## src/hw/rtl/sbei_pkg.sv

```systemverilog
// shared types, constants and fixed-point helpers for the sphere body integrator
// no dependencies; used by sbei_lane, sbei_merge and the top level
`timescale 1ns / 1ps
`default_nettype none

package sbei_pkg;

    localparam int NUM_LANES = 3;
    localparam int FIX_W     = 32;
    localparam int MUL_W     = 33;
    localparam int PROD_W    = 66;

    // action codes carried in tuser
    localparam logic [2:0] ACT_FORCE   = 3'd0;
    localparam logic [2:0] ACT_TORQUE  = 3'd1;
    localparam logic [2:0] ACT_STEP    = 3'd2;
    localparam logic [2:0] ACT_FLOOR   = 3'd3;
    localparam logic [2:0] ACT_RESTART = 3'd4;

    // configuration register indexes
    localparam logic [2:0] REG_START_X     = 3'd0;
    localparam logic [2:0] REG_START_Y     = 3'd1;
    localparam logic [2:0] REG_START_Z     = 3'd2;
    localparam logic [2:0] REG_INV_MASS    = 3'd3;
    localparam logic [2:0] REG_RADIUS      = 3'd4;
    localparam logic [2:0] REG_RESTITUTION = 3'd5;
    localparam logic [2:0] REG_FRICTION    = 3'd6;

    localparam logic signed [MUL_W-1:0] DAMP_LIN = 33'sd65470;
    localparam logic signed [MUL_W-1:0] DAMP_ANG = 33'sd64880;
    localparam logic [17:0]             FIX_ONE  = 18'h10000;

    typedef enum logic [2:0] {
        SEL_VEC,
        SEL_LACC,
        SEL_AACC,
        SEL_VEL,
        SEL_SPIN,
        SEL_NVEL
    } mul_sel_t;

    typedef enum logic [2:0] {
        WB_NONE,
        WB_LACC_ADD,
        WB_AACC_ADD,
        WB_VEL_ADD,
        WB_SPIN_ADD,
        WB_POS_ADD,
        WB_VEL_SET,
        WB_SPIN_SET
    } wb_op_t;

    typedef struct packed {
        mul_sel_t mul_sel;
        logic     mul_en;
        wb_op_t   wb;
        logic     clr_acc;
        logic     clr_all;
    } lane_ctl_t;

    typedef struct packed {
        logic              hit;
        logic [FIX_W-1:0]  val;
    } sat_res_t;

    // drop 16 fraction bits (floor) and clip to 32-bit signed
    function automatic sat_res_t sat_prod(input logic signed [PROD_W-1:0] p);
        logic [PROD_W-17:0] q;
        sat_res_t r;
        q = p[PROD_W-1:16];
        r.hit = !((&q[PROD_W-17:FIX_W-1]) || !(|q[PROD_W-17:FIX_W-1]));
        if (r.hit)
        begin
            r.val = q[PROD_W-17] ? 32'h8000_0000 : 32'h7FFF_FFFF;
        end
        else
        begin
            r.val = q[FIX_W-1:0];
        end
        return r;
    endfunction

    // clip a 33-bit signed sum to 32 bits
    function automatic sat_res_t sat_sum(input logic [FIX_W:0] s);
        sat_res_t r;
        r.hit = s[FIX_W] ^ s[FIX_W-1];
        if (r.hit)
        begin
            r.val = s[FIX_W] ? 32'h8000_0000 : 32'h7FFF_FFFF;
        end
        else
        begin
            r.val = s[FIX_W-1:0];
        end
        return r;
    endfunction

endpackage

`default_nettype wire

```

## src/hw/rtl/sbei_lane.sv

```systemverilog
// one axis of the body: position, velocity, spin and both accumulators,
// with a shared multiplier and saturating writeback; uses sbei_pkg
`timescale 1ns / 1ps
`default_nettype none

module sbei_lane (
    input  wire logic                     clk,
    input  wire logic                     rst_n,
    input  wire sbei_pkg::lane_ctl_t      ctl,
    input  wire logic [31:0]              vec,
    input  wire logic signed [32:0]       mul_b,
    input  wire logic                     pos_ld,
    input  wire logic [31:0]              pos_val,
    output logic [31:0]                   pos,
    output logic [31:0]                   vel,
    output logic [31:0]                   spin,
    output logic                          sat_hit
);

    logic [31:0] pos_reg, pos_next;
    logic [31:0] vel_reg, vel_next;
    logic [31:0] spin_reg, spin_next;
    logic [31:0] lacc_reg, lacc_next;
    logic [31:0] aacc_reg, aacc_next;
    logic signed [65:0] prod_reg;
    logic signed [65:0] prod_next;
    logic signed [32:0] mul_a;
    logic [31:0]        base;
    logic [32:0]        sum;
    sbei_pkg::sat_res_t fp;
    sbei_pkg::sat_res_t rs;

    always_comb
    begin
        case (ctl.mul_sel)
            sbei_pkg::SEL_VEC:  mul_a = {vec[31], vec};
            sbei_pkg::SEL_LACC: mul_a = {lacc_reg[31], lacc_reg};
            sbei_pkg::SEL_AACC: mul_a = {aacc_reg[31], aacc_reg};
            sbei_pkg::SEL_VEL:  mul_a = {vel_reg[31], vel_reg};
            sbei_pkg::SEL_SPIN: mul_a = {spin_reg[31], spin_reg};
            sbei_pkg::SEL_NVEL: mul_a = 33'sd0 - $signed({vel_reg[31], vel_reg});
            default:            mul_a = '0;
        endcase
    end

    assign prod_next = mul_a * mul_b;

    always_ff @(posedge clk)
    begin
        if (ctl.mul_en)
        begin
            prod_reg <= prod_next;
        end
    end

    always_comb
    begin
        case (ctl.wb)
            sbei_pkg::WB_LACC_ADD: base = lacc_reg;
            sbei_pkg::WB_AACC_ADD: base = aacc_reg;
            sbei_pkg::WB_VEL_ADD:  base = vel_reg;
            sbei_pkg::WB_SPIN_ADD: base = spin_reg;
            sbei_pkg::WB_POS_ADD:  base = pos_reg;
            default:               base = '0;
        endcase
    end

    assign fp  = sbei_pkg::sat_prod(prod_reg);
    assign sum = {base[31], base} + {fp.val[31], fp.val};
    assign rs  = sbei_pkg::sat_sum(sum);

    always_comb
    begin
        pos_next  = pos_reg;
        vel_next  = vel_reg;
        spin_next = spin_reg;
        lacc_next = lacc_reg;
        aacc_next = aacc_reg;
        sat_hit   = 1'b0;
        case (ctl.wb)
            sbei_pkg::WB_LACC_ADD:
            begin
                lacc_next = rs.val;
                sat_hit   = fp.hit | rs.hit;
            end
            sbei_pkg::WB_AACC_ADD:
            begin
                aacc_next = rs.val;
                sat_hit   = fp.hit | rs.hit;
            end
            sbei_pkg::WB_VEL_ADD:
            begin
                vel_next = rs.val;
                sat_hit  = fp.hit | rs.hit;
            end
            sbei_pkg::WB_SPIN_ADD:
            begin
                spin_next = rs.val;
                sat_hit   = fp.hit | rs.hit;
            end
            sbei_pkg::WB_POS_ADD:
            begin
                pos_next = rs.val;
                sat_hit  = fp.hit | rs.hit;
            end
            sbei_pkg::WB_VEL_SET:
            begin
                vel_next = fp.val;
                sat_hit  = fp.hit;
            end
            sbei_pkg::WB_SPIN_SET:
            begin
                spin_next = fp.val;
                sat_hit   = fp.hit;
            end
            default:
            begin
                sat_hit = 1'b0;
            end
        endcase
        if (ctl.clr_acc)
        begin
            lacc_next = '0;
            aacc_next = '0;
        end
        if (ctl.clr_all)
        begin
            vel_next  = '0;
            spin_next = '0;
            lacc_next = '0;
            aacc_next = '0;
        end
        if (pos_ld)
        begin
            pos_next = pos_val;
        end
    end

    always_ff @(posedge clk or negedge rst_n)
    begin
        if (!rst_n)
        begin
            pos_reg  <= '0;
            vel_reg  <= '0;
            spin_reg <= '0;
            lacc_reg <= '0;
            aacc_reg <= '0;
        end
        else
        begin
            pos_reg  <= pos_next;
            vel_reg  <= vel_next;
            spin_reg <= spin_next;
            lacc_reg <= lacc_next;
            aacc_reg <= aacc_next;
        end
    end

    assign pos  = pos_reg;
    assign vel  = vel_reg;
    assign spin = spin_reg;

endmodule

`default_nettype wire

```

## config.mk

```make
export PLATFORM = sky130hd
export DESIGN_NAME = sbei_lane
export DESIGN_NICKNAME = d
export VERILOG_FILES = /design/src/hw/rtl/sbei_pkg.sv /design/src/hw/rtl/sbei_lane.sv
export SDC_FILE = /design/constraint.sdc
export NUM_CORES = 2
export LEC_CHECK = 0
export BUFFER_PORTS_ARGS = -buffer_cell sky130_fd_sc_hd__clkbuf_2
export CORE_ASPECT_RATIO = 0.8
export CORE_MARGIN = 1
export CORE_UTILIZATION = 45
export DETAILED_ROUTE_END_ITERATION = 10
export PLACE_DENSITY = 0.63
export SYNTH_ARGS = -nofsm -noshare
export SYNTH_HDL_FRONTEND = slang
export SYNTH_SLANG_ARGS = --single-unit
```

## constraint.sdc

```tcl
create_clock -name clk -period 29.6 [get_ports clk]
set_input_delay 1.48 -clock clk [delete_from_list [all_inputs] [get_ports clk]]
set_output_delay 1.48 -clock clk [all_outputs]
set_load 0.05 [all_outputs]
```

==> out/qor.yml <==
status: "complete, no violations"
synth.largest_area_cell: "fa_1"
slowest_delay_ns: 0.88
yosys-top-cells-area: "fa_1 (44%), inv_1 (8.4%), dfrtp_1 (7.6%), ha_1 (5.9%), and2_1 (5.7%)"
start_util: 0.456
ys_seq_area_frac: 0.105
cp_slowest_cell: "o21ai_0"
path_class: "flop to flop"
antenna_found_initial: 5
drtPass1Iterations: 6
r2r_slack_ns: 17.69
crit_path_start_kind: "flop"
syn_area_per_cell_um2: 9.14
cts_sinks: 210
netlist_area_mm2: 0.0525
async_flop_share: 0.762
synth_ff_type: "dfrtp_1"
clockBufferDepth: 3
holdBufCountCts: 0
h-tree-depth: 1
maxCapViolations: 0
rows: 111
finClkSkew_ns: 0.0184
hold_class: "flop to flop"
synth_most_common_cell: "inv_1"
post_cts_buffers: 0
r2r-start: "vel[3]"
largest_reg_flops: 50
die_area_mm2: 0.118
io_buffer_count: 205
layout_min_cycle_time_ns: 11.91
min_to: "lacc_reg[30]"
min_from: "lacc_reg[30]"
grt_max_degree: 87
syn_inst: 5746
hold_violations: 0
drive_gt1_frac: 0.0763
synthTopCellsByCount: "inv_1 (1178), fa_1 (1145), nand2_1 (704)"
worstPathArrival_ns: 12.19
synth_top_area_frac: 0.437
worstPathRequired_ns: 29.87
root_buffer: "clkbuf_16"
die_h_um: 308
max-slew-margin-rel: 0.219
drt_iter0_markers: 3618
ys_seq_elements: 210
ant_nets: 0
rr_endpoint: "prod_reg[59]"
vias_per_cell: 5.67
endpoint_kind: "flop"
crit_path_frequent_cell: "fa_1"
area_growth_pct: 6.10
cts_tree: "built"
die_w_um: 384
clk_latency_ns: 0.53
tightest_slew_ns: 1.16
coreArea_mm2: 0.115
track_usage: 0.289
rsz0062_at_grt: "no"
tns_ns: 0
ctsResizeCount: 0
yosysUniqueCellTypes: 81
timing.fmax_mhz: 83.9
min_period_over_period: 0.402
first_global_vias: 44100
cpLargestDelayFamily: "adder cells"
yosysWarningCount: 0
reg2reg_depth: 35
crit_fanout: 33
place_congestion: 0.976
cp-startpoint: "vel[3]"
ioPinCount: 206
worstHoldPathCells: 2
worst-path-buf-inv: 6
grt.overflow.total: 0
hpwl_mm: 124
synth_edf_count: 50
slew_violations: 0
grt_first_pass_wirelength_mm: 261
path_clk_slew_ns: 0.08
cts_buffers: 21
drc: 0
wire_per_inst_um: 22.8
layout.nets: 7224
setup_violations: 0
vias: 41200
syn-num-nets: 7246
postRouteWirelength_mm: 166
## worst reg2reg max path, delay by kind of cell (launching register included)
family,cells,cell delay (ns)
AOI/OAI and AO/OA,8,2.61
xor gates and xnor gates,2,0.23
adders and majority gates,9,4.51
buffers and inverters,6,0.85
DFF,1,0.53
muxes,1,0.13
and+or+nand+nor,9,2.82
## metal layers
| layer | share of wire | track usage | wire length, um | vias to the layer above |
|---|---|---|---|---|
| li1 | - | - | - | 17500 |
| met5 | 0.000060 | 0 | 10 | - |
| met4 | 0.034 | 0.0854 | 5660 | 2 |
| met3 | 0.094 | 0.0537 | 15600 | 351 |
| met2 | 0.47 | 0.475 | 77800 | 1938 |
| met1 | 0.40 | 0.389 | 66800 | 21400 |
## cells in the final DEF, fill, tap and decap left out, types with 16 or more instances in the layout
cell / netlist / final
a211oi_1: 24 / 24
a21o_1: 74 / 74
a21oi_1: 222 / 221
a221oi_1: 33 / 33
a31oi_1: 17 / 16
and2_1: 481 / 481
and2_4: 18 / 18
and3_1: 35 / 35
buf_4: 1 / 90
clkbuf_16: 0 / 21
clkbuf_2: 0 / 202
dfrtp_1: 160 / 160
edfxtp_1: 50 / 50
fa_1: 1145 / 1145
ha_1: 246 / 245
inv_1: 1178 / 1178
mux2i_1: 97 / 97
mux4_2: 26 / 26
nand2_1: 704 / 704
nand3_1: 38 / 38
nand4_1: 22 / 22
nor2_1: 204 / 197
nor2b_1: 16 / 16
nor3_1: 31 / 30
o21ai_0: 196 / 183
o21ai_2: 1 / 22
o21bai_1: 22 / 21
o22ai_1: 48 / 47
xnor2_1: 77 / 77
xor2_1: 43 / 43
## stage by stage
step	setup slack [ns]	hold WS [ns]	area, um^2	util	cells
after CTS	17.79	0.546	55700	0.484	7263
after floorplan	18.40	0.485	52500	-	5746
after detailed placement	17.29	0.521	55000	0.478	7226
final	17.69	0.541	55700	0.484	7264
after global routing	17.13	0.573	55700	0.484	7263
after global placement	17.44	0.518	55000	0.478	7226
## kinds of logic (layout without fill, tap and decap cells)
family,count (synthesis),in the layout,synth area share
mux,126,126,0.0303
simple gates,1619,1619,0.150
compound gates,758,758,0.0891
buf+inv,1517,1509,0.109
xor+xnor,120,120,0.0200
fa+ha+maj,1396,1396,0.496
other cells,0,1,0
flops,210,210,0.105
## area by class of cell
cell class              instances  area, um^2
diodes                          1        2.50
repair buffers                293        1700
fillers                     11000       59400
clock inverters                10         128
clock buffers                  27         576
well taps                    1525        1910
multi-input cells            4019       41500
flip-flops and latches        210        5510
inverters                    1179        4430
## worst max path at each step
| stage | cells past startpoint | endpoint | slack (ns) |
|---|---|---|---|
| 6_report | 35 | prod_reg[59] | 17.69 |
| 5_1_grt | 35 | prod_reg[59] | 17.13 |
| 4_1_cts | 29 | prod_reg[65] | 17.79 |
| 3_5_place_dp | 29 | prod_reg[65] | 17.29 |
| 3_3_place_gp | 29 | prod_reg[65] | 17.44 |
| 2_1_floorplan | 31 | prod_reg[65] | 18.40 |
Power is left out: the tool's default activity adds up to more than one toggle a clock period on the data nets, which glitch-free logic cannot reach.
