**config.mk**
```make
export PLATFORM = sky130hd
export DESIGN_NAME = sbei_merge
export DESIGN_NICKNAME = d
export VERILOG_FILES = /design/src/hw/rtl/sbei_pkg.sv /design/src/hw/rtl/sbei_merge.sv
export SDC_FILE = /design/constraint.sdc
export NUM_CORES = 1
export LEC_CHECK = 0
export BUFFER_PORTS_ARGS = -buffer_cell sky130_fd_sc_hd__buf_4
export CAP_MARGIN = 20
export CORE_AREA = 2 2 230 232
export DETAILED_ROUTE_END_ITERATION = 8
export DIE_AREA = 0 0 232 234
export GPL_TIMING_DRIVEN = 0
export REMOVE_ABC_BUFFERS = 1
export SLEW_MARGIN = 10
export SYNTH_ARGS = -nofsm -noshare
export SYNTH_HDL_FRONTEND = slang
export SYNTH_SLANG_ARGS = --single-unit
```
**constraint.sdc**
```tcl
create_clock -name clk -period 0.8 [get_ports clk]
set_input_delay 0.08 -clock clk [delete_from_list [all_inputs] [get_ports clk]]
set_output_delay 0.08 -clock clk [all_outputs]
set_load 0.01 [all_outputs]
```
**src/hw/rtl/sbei_pkg.sv**
```systemverilog
// shared types, constants and fixed-point helpers for the sphere body integrator
// no dependencies; used by sbei_lane, sbei_merge and the top level
`timescale 1ns / 1ps
`default_nettype none

package sbei_pkg;

    localparam int NUM_LANES = 3;
    localparam int FIX_W     = 32;
    localparam int MUL_W     = 33;
    localparam int PROD_W    = 66;

    // action codes carried in tuser
    localparam logic [2:0] ACT_FORCE   = 3'd0;
    localparam logic [2:0] ACT_TORQUE  = 3'd1;
    localparam logic [2:0] ACT_STEP    = 3'd2;
    localparam logic [2:0] ACT_FLOOR   = 3'd3;
    localparam logic [2:0] ACT_RESTART = 3'd4;

    // configuration register indexes
    localparam logic [2:0] REG_START_X     = 3'd0;
    localparam logic [2:0] REG_START_Y     = 3'd1;
    localparam logic [2:0] REG_START_Z     = 3'd2;
    localparam logic [2:0] REG_INV_MASS    = 3'd3;
    localparam logic [2:0] REG_RADIUS      = 3'd4;
    localparam logic [2:0] REG_RESTITUTION = 3'd5;
    localparam logic [2:0] REG_FRICTION    = 3'd6;

    localparam logic signed [MUL_W-1:0] DAMP_LIN = 33'sd65470;
    localparam logic signed [MUL_W-1:0] DAMP_ANG = 33'sd64880;
    localparam logic [17:0]             FIX_ONE  = 18'h10000;

    typedef enum logic [2:0] {
        SEL_VEC,
        SEL_LACC,
        SEL_AACC,
        SEL_VEL,
        SEL_SPIN,
        SEL_NVEL
    } mul_sel_t;

    typedef enum logic [2:0] {
        WB_NONE,
        WB_LACC_ADD,
        WB_AACC_ADD,
        WB_VEL_ADD,
        WB_SPIN_ADD,
        WB_POS_ADD,
        WB_VEL_SET,
        WB_SPIN_SET
    } wb_op_t;

    typedef struct packed {
        mul_sel_t mul_sel;
        logic     mul_en;
        wb_op_t   wb;
        logic     clr_acc;
        logic     clr_all;
    } lane_ctl_t;

    typedef struct packed {
        logic              hit;
        logic [FIX_W-1:0]  val;
    } sat_res_t;

    // drop 16 fraction bits (floor) and clip to 32-bit signed
    function automatic sat_res_t sat_prod(input logic signed [PROD_W-1:0] p);
        logic [PROD_W-17:0] q;
        sat_res_t r;
        q = p[PROD_W-1:16];
        r.hit = !((&q[PROD_W-17:FIX_W-1]) || !(|q[PROD_W-17:FIX_W-1]));
        if (r.hit)
        begin
            r.val = q[PROD_W-17] ? 32'h8000_0000 : 32'h7FFF_FFFF;
        end
        else
        begin
            r.val = q[FIX_W-1:0];
        end
        return r;
    endfunction

    // clip a 33-bit signed sum to 32 bits
    function automatic sat_res_t sat_sum(input logic [FIX_W:0] s);
        sat_res_t r;
        r.hit = s[FIX_W] ^ s[FIX_W-1];
        if (r.hit)
        begin
            r.val = s[FIX_W] ? 32'h8000_0000 : 32'h7FFF_FFFF;
        end
        else
        begin
            r.val = s[FIX_W-1:0];
        end
        return r;
    endfunction

endpackage

`default_nettype wire

```
**src/hw/rtl/sbei_merge.sv**
```systemverilog
// merges the three lanes into one result beat: saturation flag collection
// and the output register with its handshake; uses sbei_pkg
`timescale 1ns / 1ps
`default_nettype none

module sbei_merge (
    input  wire logic                                  clk,
    input  wire logic                                  rst_n,
    input  wire logic                                  clr,
    input  wire logic                                  hit_en,
    input  wire logic                                  hit,
    input  wire logic                                  load,
    input  wire logic                                  grounded,
    input  wire logic [sbei_pkg::NUM_LANES-1:0][31:0]  pos,
    input  wire logic [sbei_pkg::NUM_LANES-1:0][31:0]  vel,
    input  wire logic [sbei_pkg::NUM_LANES-1:0][31:0]  spin,
    input  wire logic                                  ready,
    output logic                                       can_load,
    output logic                                       valid,
    output logic [295:0]                               data
);

    logic         sat_reg, sat_next;
    logic         valid_reg, valid_next;
    logic [295:0] data_reg;

    always_comb
    begin
        sat_next = sat_reg;
        if (clr)
        begin
            sat_next = 1'b0;
        end
        else if (hit_en && hit)
        begin
            sat_next = 1'b1;
        end
    end

    assign can_load = !valid_reg || ready;

    always_comb
    begin
        valid_next = valid_reg;
        if (load)
        begin
            valid_next = 1'b1;
        end
        else if (ready)
        begin
            valid_next = 1'b0;
        end
    end

    always_ff @(posedge clk or negedge rst_n)
    begin
        if (!rst_n)
        begin
            sat_reg   <= 1'b0;
            valid_reg <= 1'b0;
        end
        else
        begin
            sat_reg   <= sat_next;
            valid_reg <= valid_next;
        end
    end

    always_ff @(posedge clk)
    begin
        if (load)
        begin
            data_reg <= {6'b0, sat_reg, grounded, spin, vel, pos};
        end
    end

    assign valid = valid_reg;
    assign data  = data_reg;

endmodule

`default_nettype wire

```
==> results of run 1 <==
[per-stage QoR]
stage / util / std cells / total power [uW] / TNS (ns) / instance area [um^2]
global route: 0.3725 / 1938 / 42620 / -112.96 / 19380
global placement: 0.2706 / 1577 / 22950 / -707.09 / 14080
CTS: 0.3689 / 1938 / 41490 / -109.07 / 19190
detailed placement: 0.2718 / 1579 / 23000 / -162.81 / 14140
floorplan: - / 302 / 19510 / 0 / 8812
finish: 0.3725 / 1938 / 41000 / -94.83 / 19380
[cells in the final DEF, fill, tap and decap left out, drive strengths merged]
master and n:
dfrtp 2, nand2b 2, a21oi 1, bufbuf 2, inv 2, clkbuf 46
nor2 1, clkinv 9, buf 590, conb 6, bufinv 4, edfxtp 290
dlygate4sd3 294, clkinvlp 1
[cell families (layout without fill, tap and decap cells)]
| family | Yosys count | after routing | share of synthesized area |
|---|---|---|---|
| compound gates | 1 | 1 | 0.0005657 |
| buf+inv | 6 | 948 | 0.005096 |
| flops | 292 | 292 | 0.9909 |
| other cells | 1 | 6 | 0.0004243 |
| simple gates | 3 | 3 | 0.002972 |
[power by group through the flow]
stage	sequential [uW]	clock [uW]	combinational (uW)
after detailed placement	18900	0	4080
after floorplan	19500	0	27.3
after CTS	18800	16800	5890
after global placement	18900	0	4000
after global routing	19000	17300	6340
final	18900	16100	6020
[layer usage]
| metal | track usage | vias up | wire [um] |
|---|---|---|---|
| met4 | 0.04287 | 2 | 1008 |
| met1 | 0.1203 | 3269 | 11810 |
| met2 | 0.2050 | 386 | 17550 |
| met3 | 0.04304 | 60 | 3123 |
| li1 | - | 3070 | - |
| met5 | 0 | - | 11 |
[synth_stat cells (all sizes together)]
| library cell | number |
|---|---|
| conb | 1 |
| nor2 | 1 |
| a21oi | 1 |
| edfxtp | 290 |
| nand2b | 2 |
| dfrtp | 2 |
| buf | 6 |
[timing repair]
| action | 4_1_cts | 5_1_grt |
|---|---|---|
| endpoints found under the hold margin | 316 | 23 |
| gates cloned | 2 | 0 |
| gates resized for setup | 234 | 50 |
| setup buffers | 1 | 0 |
| setup endpoints to repair | 522 | 293 |
| pin swaps | 0 | 0 |
[final timing paths]
kind                            slack (ns)        end  cells past startpoint       from
worst max-delay path                 -0.44  data[134]                      1  data[134]
worst min-delay path                 -0.07      valid                      4      ready
worst max register to register        0.03      valid                      3      valid
worst min register to register        0.47  data[289]                      0    sat_reg
max in group asynchronous             0.18      valid                      3      rst_n
min in group asynchronous             0.47    sat_reg                      3      rst_n
[area by class of cell]
class | count | share of cell area
clock buffer | 46 | 0.05004
clock inverter | 16 | 0.009556
multi-input combinational | 10 | 0.003035
sequential | 292 | 0.4520
tap | 688 | 0.04442
timing repair buffer | 886 | 0.4409
==> impl_metrics.tcl, run 1 <==
set metrics [dict create \
    fmax_mhz 805.6 \
    drtAntennaViolNets 0 \
    hold_path.class "primary input to flip-flop" \
    dr_total_vias 6787 \
    powerDensity_nw_per_um2 2116 \
    crit_family "flip-flops" \
    rows 84 \
    core_region_area_um2 52020 \
    pwr-share-clk 0.393 \
    wl_per_cell_um 17.29 \
    htree_levels 2 \
    leakage_uw 0.007938 \
    grt_max_degree 66 \
    cts-buffers-inserted 35 \
    crit_path_top_delay_cell "edfxtp_1" \
    drc_errors 0 \
    required_ns 0.72 \
    hpwl_mm 20.90 \
    clk_latency_ns 0.51 \
    netlist_instances 303 \
    p_int_uw 31990 \
    skew_ns 0.00007894 \
    routed_wl_mm 33.50 \
    diodes 0 \
    clock_path_buffers 3 \
    synth_top_area_frac 0.9853 \
    path_class "flip-flop to primary output" \
    path_cells "buf_6" \
    initial_utilization 0.1699 \
    firstDrtPassIters 4 \
    ys_ff_latch 292 \
    place_congestion 0.7629 \
    period_share 1.552 \
    synthTopCellsByArea "edfxtp_1 99%, dfrtp_1 0.57%, buf_4 0.51%" \
    top_level_ports 594 \
    netlist_area_um2 8838 \
    ys_seq_area_frac 0.9909 \
    startpoint_type "flip-flop" \
    clk_pin_slew_ns 0.05 \
    hold_violations 18 \
    clock-sinks 292 \
    violations "negative hold slack, negative setup slack" \
    cts_hold_buf 294 \
    outcome "finished, violations left" \
    p_seq_frac 0.460 \
    tritoncts "yes" \
    nFillCells 4744 \
    drt_iter0_drc 218 \
    chipHeight_um 234 \
    largest_reg_flops 290 \
    arrival_ns 1.16 \
    register_area_um2 8760 \
    antenna_found_initial 1 \
    die_area_um2 54290 \
    yosys.cell_types.count 8 \
    grt_pass1_wl_mm 45.20 \
    rsz0062_at_grt "true" \
    cp_num_buf_inv 1 \
    comb_power_share 0.147 \
    dieWidth_um 232 \
    maxSlewViolCount 0 \
    max_stage_delay_ns 0.48 \
    fin_ws_ns -0.4413 \
    switching_share 0.2199 \
    grt.overflow.total 0 \
    first_global_vias 7426 \
    place_ws_ns -0.7052 \
    whs_ns -0.07019 \
    syn_avg_cell_area_um2 29.17 \
    via_per_inst 3.502 \
    area_growth_pct 119.3 \
    min_period_ns 1.241 \
    grtUsageTotal 0.1138 \
    portBuffers 587 \
    final_nets 1521 \
    clockRootBuffer "clkbuf_16" \
    peakVddDrop_v 0.001811 \
    path_max_fanout 1 \
    setup_violations 292 \
    power.switching_uw 9018 \
    yosysWarnings 0 \
    multi_input_area_um2 58.81 \
    yosys.area.top_type "edfxtp_1" \
    maxCapViolCount 0 \
    drive_gt1_frac 0.5160 \
    worstSetupEndpointType "primary output" \
]
Power figures use the tool's default switching activity.
==> inputs of run 2 (changes only) <==
CORE_AREA = 2 2 231 233   (was 2 2 230 232)
DIE_AREA = 0 0 233 235   (was 0 0 232 234)
clock period = 1.52 ns   (was 0.8 ns; I/O delays follow)
==> run 2 against run 1 <==
The run now ends clean. Cell count decreased by 0.10%. Clock skew increased by 0.0052 ns. Global-route usage decreased by 0.15 points. Via count decreased by 1.4%. Hold slack improved by 0.26 ns. Clock power decreased by 50%. Total power decreased by 50%. Critical endpoint is now can_load. Largest cell class unchanged.
==> impl_metrics.tcl, run 2 (synthesis results as in run 1) <==
set metrics [dict create \
    hold_violations 0 \
    wl_per_cell_um 16.60 \
    wl_met3_mm 3.360 \
    period_share 0.9010 \
    routed_wl_mm 32.15 \
    drive_gt1_frac 0.5149 \
    reg2reg_to "sat_reg" \
    htree_levels 2 \
    clockRootBuffer "clkbuf_16" \
    rsz0062_at_grt "false" \
    worstSetupEndpointType "primary output" \
    fin_cells 1936 \
    top_level_ports 594 \
    peakVddDrop_v 0.0008497 \
    drc_errors 0 \
    wl_met2_mm 16.22 \
    crit_end "can_load" \
    chipHeight_um 235 \
    grt_max_degree 107 \
    met1_length_mm 11.61 \
    area_growth_pct 105.7 \
    dp_cells 1579 \
    startpoint "ready" \
    relSlewSlack 0.4509 \
    reg2regPathDepth 3 \
    die_area_um2 54760 \
    register_area_um2 8758 \
    drtAntennaViolNets 0 \
    path_max_fanout 2 \
    clk_pin_slew_ns 0.06 \
    drt_iter0_drc 249 \
    skew_ns 0.005316 \
    path_class "primary input to primary output" \
    fmax_mhz 730.2 \
    multi_input_area_um2 53.80 \
    timing.rr.start "sat_reg" \
    setup_violations 0 \
    portBuffers 587 \
    required_ns 1.37 \
    rrSetupSlack_ns 0.28 \
    nFillCells 4879 \
    rows 84 \
    stdcell_area_um2 18180 \
    final_cell_mix "586 x buf_4, 294 x dlygate4sd3_1, 290 x edfxtp_1" \
    firstDrtPassIters 4 \
    dieWidth_um 233 \
    grt.overflow.total 0 \
    antenna_found_initial 3 \
    clock-sinks 292 \
    first_global_vias 7557 \
    largest_reg_flops 290 \
    dr_total_vias 6694 \
    cts-buffers-inserted 34 \
    startpoint_type "primary input" \
    final_common_cell "buf_4" \
    grtUsageTotal 0.1122 \
    final_core_util 0.3481 \
    hpwl_mm 21.56 \
    cts_resized 0 \
    hold_path.class "primary input to flip-flop" \
    maxSlewViolCount 0 \
    clk_latency_ns 0.52 \
    powerDensity_nw_per_um2 1132 \
    top_layer "met4" \
    core_region_area_um2 52240 \
    grt_pass1_wl_mm 45.51 \
    min_period_ns 1.369 \
    clock_path_buffers 3 \
    place_congestion 0.8039 \
    outcome "completed" \
    worst_pin_slew_ns 0.8236 \
    arrival_ns 1.22 \
    tritoncts "yes" \
    initial_utilization 0.1692 \
    leakage_uw 0.007515 \
    placed_area_um2 14140 \
    via_per_inst 3.458 \
    maxCapViolCount 0 \
    hold_start "load" \
    final_nets 1517 \
]
## run 2: worst max-delay path: stages
cell           delay, ns
dlygate4sd3_1       0.62
buf_4               0.16
nand2b_4            0.14
buf_4               0.15
## run 2: power breakdown
part | internal, uW | switching [uW]
clock | 4780 | 3240
combinational | 1700 | 1080
sequential | 9580 | 218
total | 16100 | 4530
## run 2: final cells by class
type / instances / share of cell area
sequential: 292 / 0.4817
clock inverter: 15 / 0.007363
multi-input combinational: 10 / 0.002959
antenna: 3 / 0.0004129
clock buffer: 45 / 0.05257
tap: 688 / 0.04734
timing repair buffer: 883 / 0.4077
## run 2: timing repair
item	4_1_cts	5_1_grt
endpoints found under the hold margin	293	0
hold buffers	294	0
setup buffers	0	0
## run 2: how the worst min path moves through the flow
stage                      to  slack [ns]  depth (start not counted)
finish              data[271]        0.19                          1
global route        data[256]        0.19                          1
CTS                  data[46]        0.19                          1
detailed placement    sat_reg       -0.06                          1
global placement      sat_reg       -0.06                          1
floorplan             sat_reg       -0.14                          0
## run 2: stage by stage
step / hold slack [ns] / worst slack (ns) / total power, uW / setup TNS, ns
2_1_floorplan: -0.1436 / 0.8311 / 10270 / 0
3_3_place_gp: -0.06348 / -1.833 / 12080 / -511.15
3_5_place_dp: -0.06378 / -0.2125 / 12110 / -32.70
4_1_cts: 0.1888 / 0.1080 / 20930 / 0
5_1_grt: 0.1910 / 0.08072 / 21450 / 0
6_report: 0.1901 / 0.1505 / 20580 / 0
## run 2: metal layers
layer,vias to the layer above,global-route usage
li1,3067,-
met4,0,0.04381
met2,385,0.1984
met3,58,0.04891
met5,-,0
met1,3184,0.1158
==> inputs of run 3 (changes only) <==
CORE_AREA = 2 2 232 234   (was 2 2 231 233)
DIE_AREA = 0 0 234 236   (was 0 0 233 235)
clock period = 1.3 ns   (was 1.52 ns; I/O delays follow)
==> run 3 against run 2 <==
Hold slack got worse by 0.11 ns. Via count rose by 0.22%. Combinational power rose by 17%. Total power rose by 16%. Sequential power rose by 17%. Global-route usage fell by 0.83 points. Sequential share of layout area barely moved. Routed wire length fell by 4.0%. Count of clock-buffer cells in the layout fell by 3. Clock skew fell by 0.0052 ns. Clock power rose by 13%. Critical endpoint unchanged.
==> impl_metrics.tcl, run 3 (synthesis results as in run 1) <==
set metrics [dict create \
    outcome "completed" \
    clk_pin_slew_ns 0.05 \
    portBuffers 587 \
    dr_total_vias 6709 \
    clock-sinks 292 \
    whs_ns 0.07908 \
    hold_end "sat_reg" \
    dieWidth_um 234 \
    grtUsageTotal 0.1039 \
    required_ns 1.17 \
    drtAntennaViolNets 0 \
    largest_reg_flops 290 \
    hold_path.class "primary input to flip-flop" \
    reg2regPathDepth 3 \
    drive_gt1_frac 0.5124 \
    leakage_uw 0.007516 \
    peakVddDrop_v 0.001012 \
    setup_violations 0 \
    reg2reg_to "sat_reg" \
    cts-buffers-inserted 35 \
    drc_errors 0 \
    die_area_um2 55220 \
    top_level_ports 594 \
    routed_wl_mm 30.86 \
    clock_path_buffers 3 \
    nFillCells 4955 \
    core_region_area_um2 53070 \
    relSlewSlack 0.4275 \
    grt_pass1_wl_mm 42.93 \
    rows 85 \
    clockRootBuffer "clkbuf_16" \
    startpoint_type "flip-flop" \
    first_global_vias 7388 \
    worstSetupEndpointType "primary output" \
    maxSlewViolCount 0 \
    clk_latency_ns 0.51 \
    final_nets 1519 \
    skew_ns 0.00008232 \
    holdPathStages 4 \
    hold_violations 0 \
    place_ws_ns -0.3903 \
    worst_pin_slew_ns 0.8587 \
    grt_max_degree 108 \
    final_common_cell "buf_4" \
    powerDensity_nw_per_um2 1308 \
    chipHeight_um 236 \
    maxCapViolCount 0 \
    timing.rr.start "sat_reg" \
    firstDrtPassIters 4 \
    drt_iter0_drc 231 \
    total_power_uw 23800 \
    hold_start "hit" \
    area_growth_pct 105.9 \
    initial_utilization 0.1665 \
    arrival_ns 1.14 \
    fmax_mhz 790.0 \
    rrSetupSlack_ns 0.37 \
    hpwl_mm 20.26 \
    tritoncts "yes" \
    path_max_fanout 2 \
    min_period_ns 1.266 \
    grt.overflow.total 0 \
    place_congestion 0.7779 \
    path_class "flip-flop to primary output" \
    via_per_inst 3.451 \
    rsz0062_at_grt "true" \
    antenna_found_initial 3 \
    fin_ws_ns 0.03415 \
    htree_levels 2 \
    wl_per_cell_um 15.88 \
    period_share 0.9737 \
    final_cell_mix "579 x buf_4, 293 x dlygate4sd3_1, 290 x edfxtp_1" \
]
run 3: metal layers:
| layer | global-route usage | vias to the layer above | part of all wire |
|---|---|---|---|
| met5 | 0 | - | 0 |
| met3 | 0.04086 | 54 | 0.093 |
| met2 | 0.1837 | 377 | 0.51 |
| li1 | - | 3062 | - |
| met1 | 0.1107 | 3216 | 0.37 |
| met4 | 0.03855 | 0 | 0.028 |
run 3: power by group:
| part | internal, uW | total [uW] | switching, uW |
|---|---|---|---|
| combinational | 2000 | 3250 | 1250 |
| clock | 5340 | 9090 | 3750 |
| sequential | 11200 | 11500 | 253 |
| total | 18500 | 23800 | 5260 |
run 3: area by class of cell:
class | count | area (um^2) | share of cell area
well taps | 696 | 870.8 | 0.04786
clock buffers | 42 | 944.7 | 0.05192
flip-flops and latches | 292 | 8758 | 0.4813
clock inverters | 17 | 105.1 | 0.005776
diodes | 3 | 7.507 | 0.0004126
repair buffers | 884 | 7452 | 0.4095
multi-input cells | 10 | 57.56 | 0.003163
run 3: repair_timing:
item / CTS / global route
setup buffers: 0 / 1
endpoints found under the setup margin: 6 / 8
hold buffers: 294 / 0
hold endpoints to repair: 293 / 0
resized for setup: 6 / 4
run 3: how the worst max path moves through the flow:
stage,endpoint,cells past startpoint,startpoint
2_1_floorplan,valid,2,valid
4_1_cts,data[76],1,data[76]
3_5_place_dp,data[287],2,load
3_3_place_gp,valid,2,load
5_1_grt,can_load,2,valid
6_report,can_load,2,valid
run 3: through the flow:
| step | std cells | util | setup TNS, ns | area [um^2] |
|---|---|---|---|---|
| after floorplan | 302 | - | 0 | 8812 |
| after global placement | 1585 | 0.2655 | -570.92 | 14090 |
| after detailed placement | 1587 | 0.2667 | -66.11 | 14150 |
| after CTS | 1940 | 0.3423 | -0.06236 | 18170 |
| after global routing | 1944 | 0.3429 | -0.07620 | 18200 |
| final | 1944 | 0.3429 | 0 | 18200 |
run 3: critical path, stage by stage (launching register included):
cell and delay (ns):
dfrtp_1 0.42, nand2b_4 0.10, buf_6 0.10
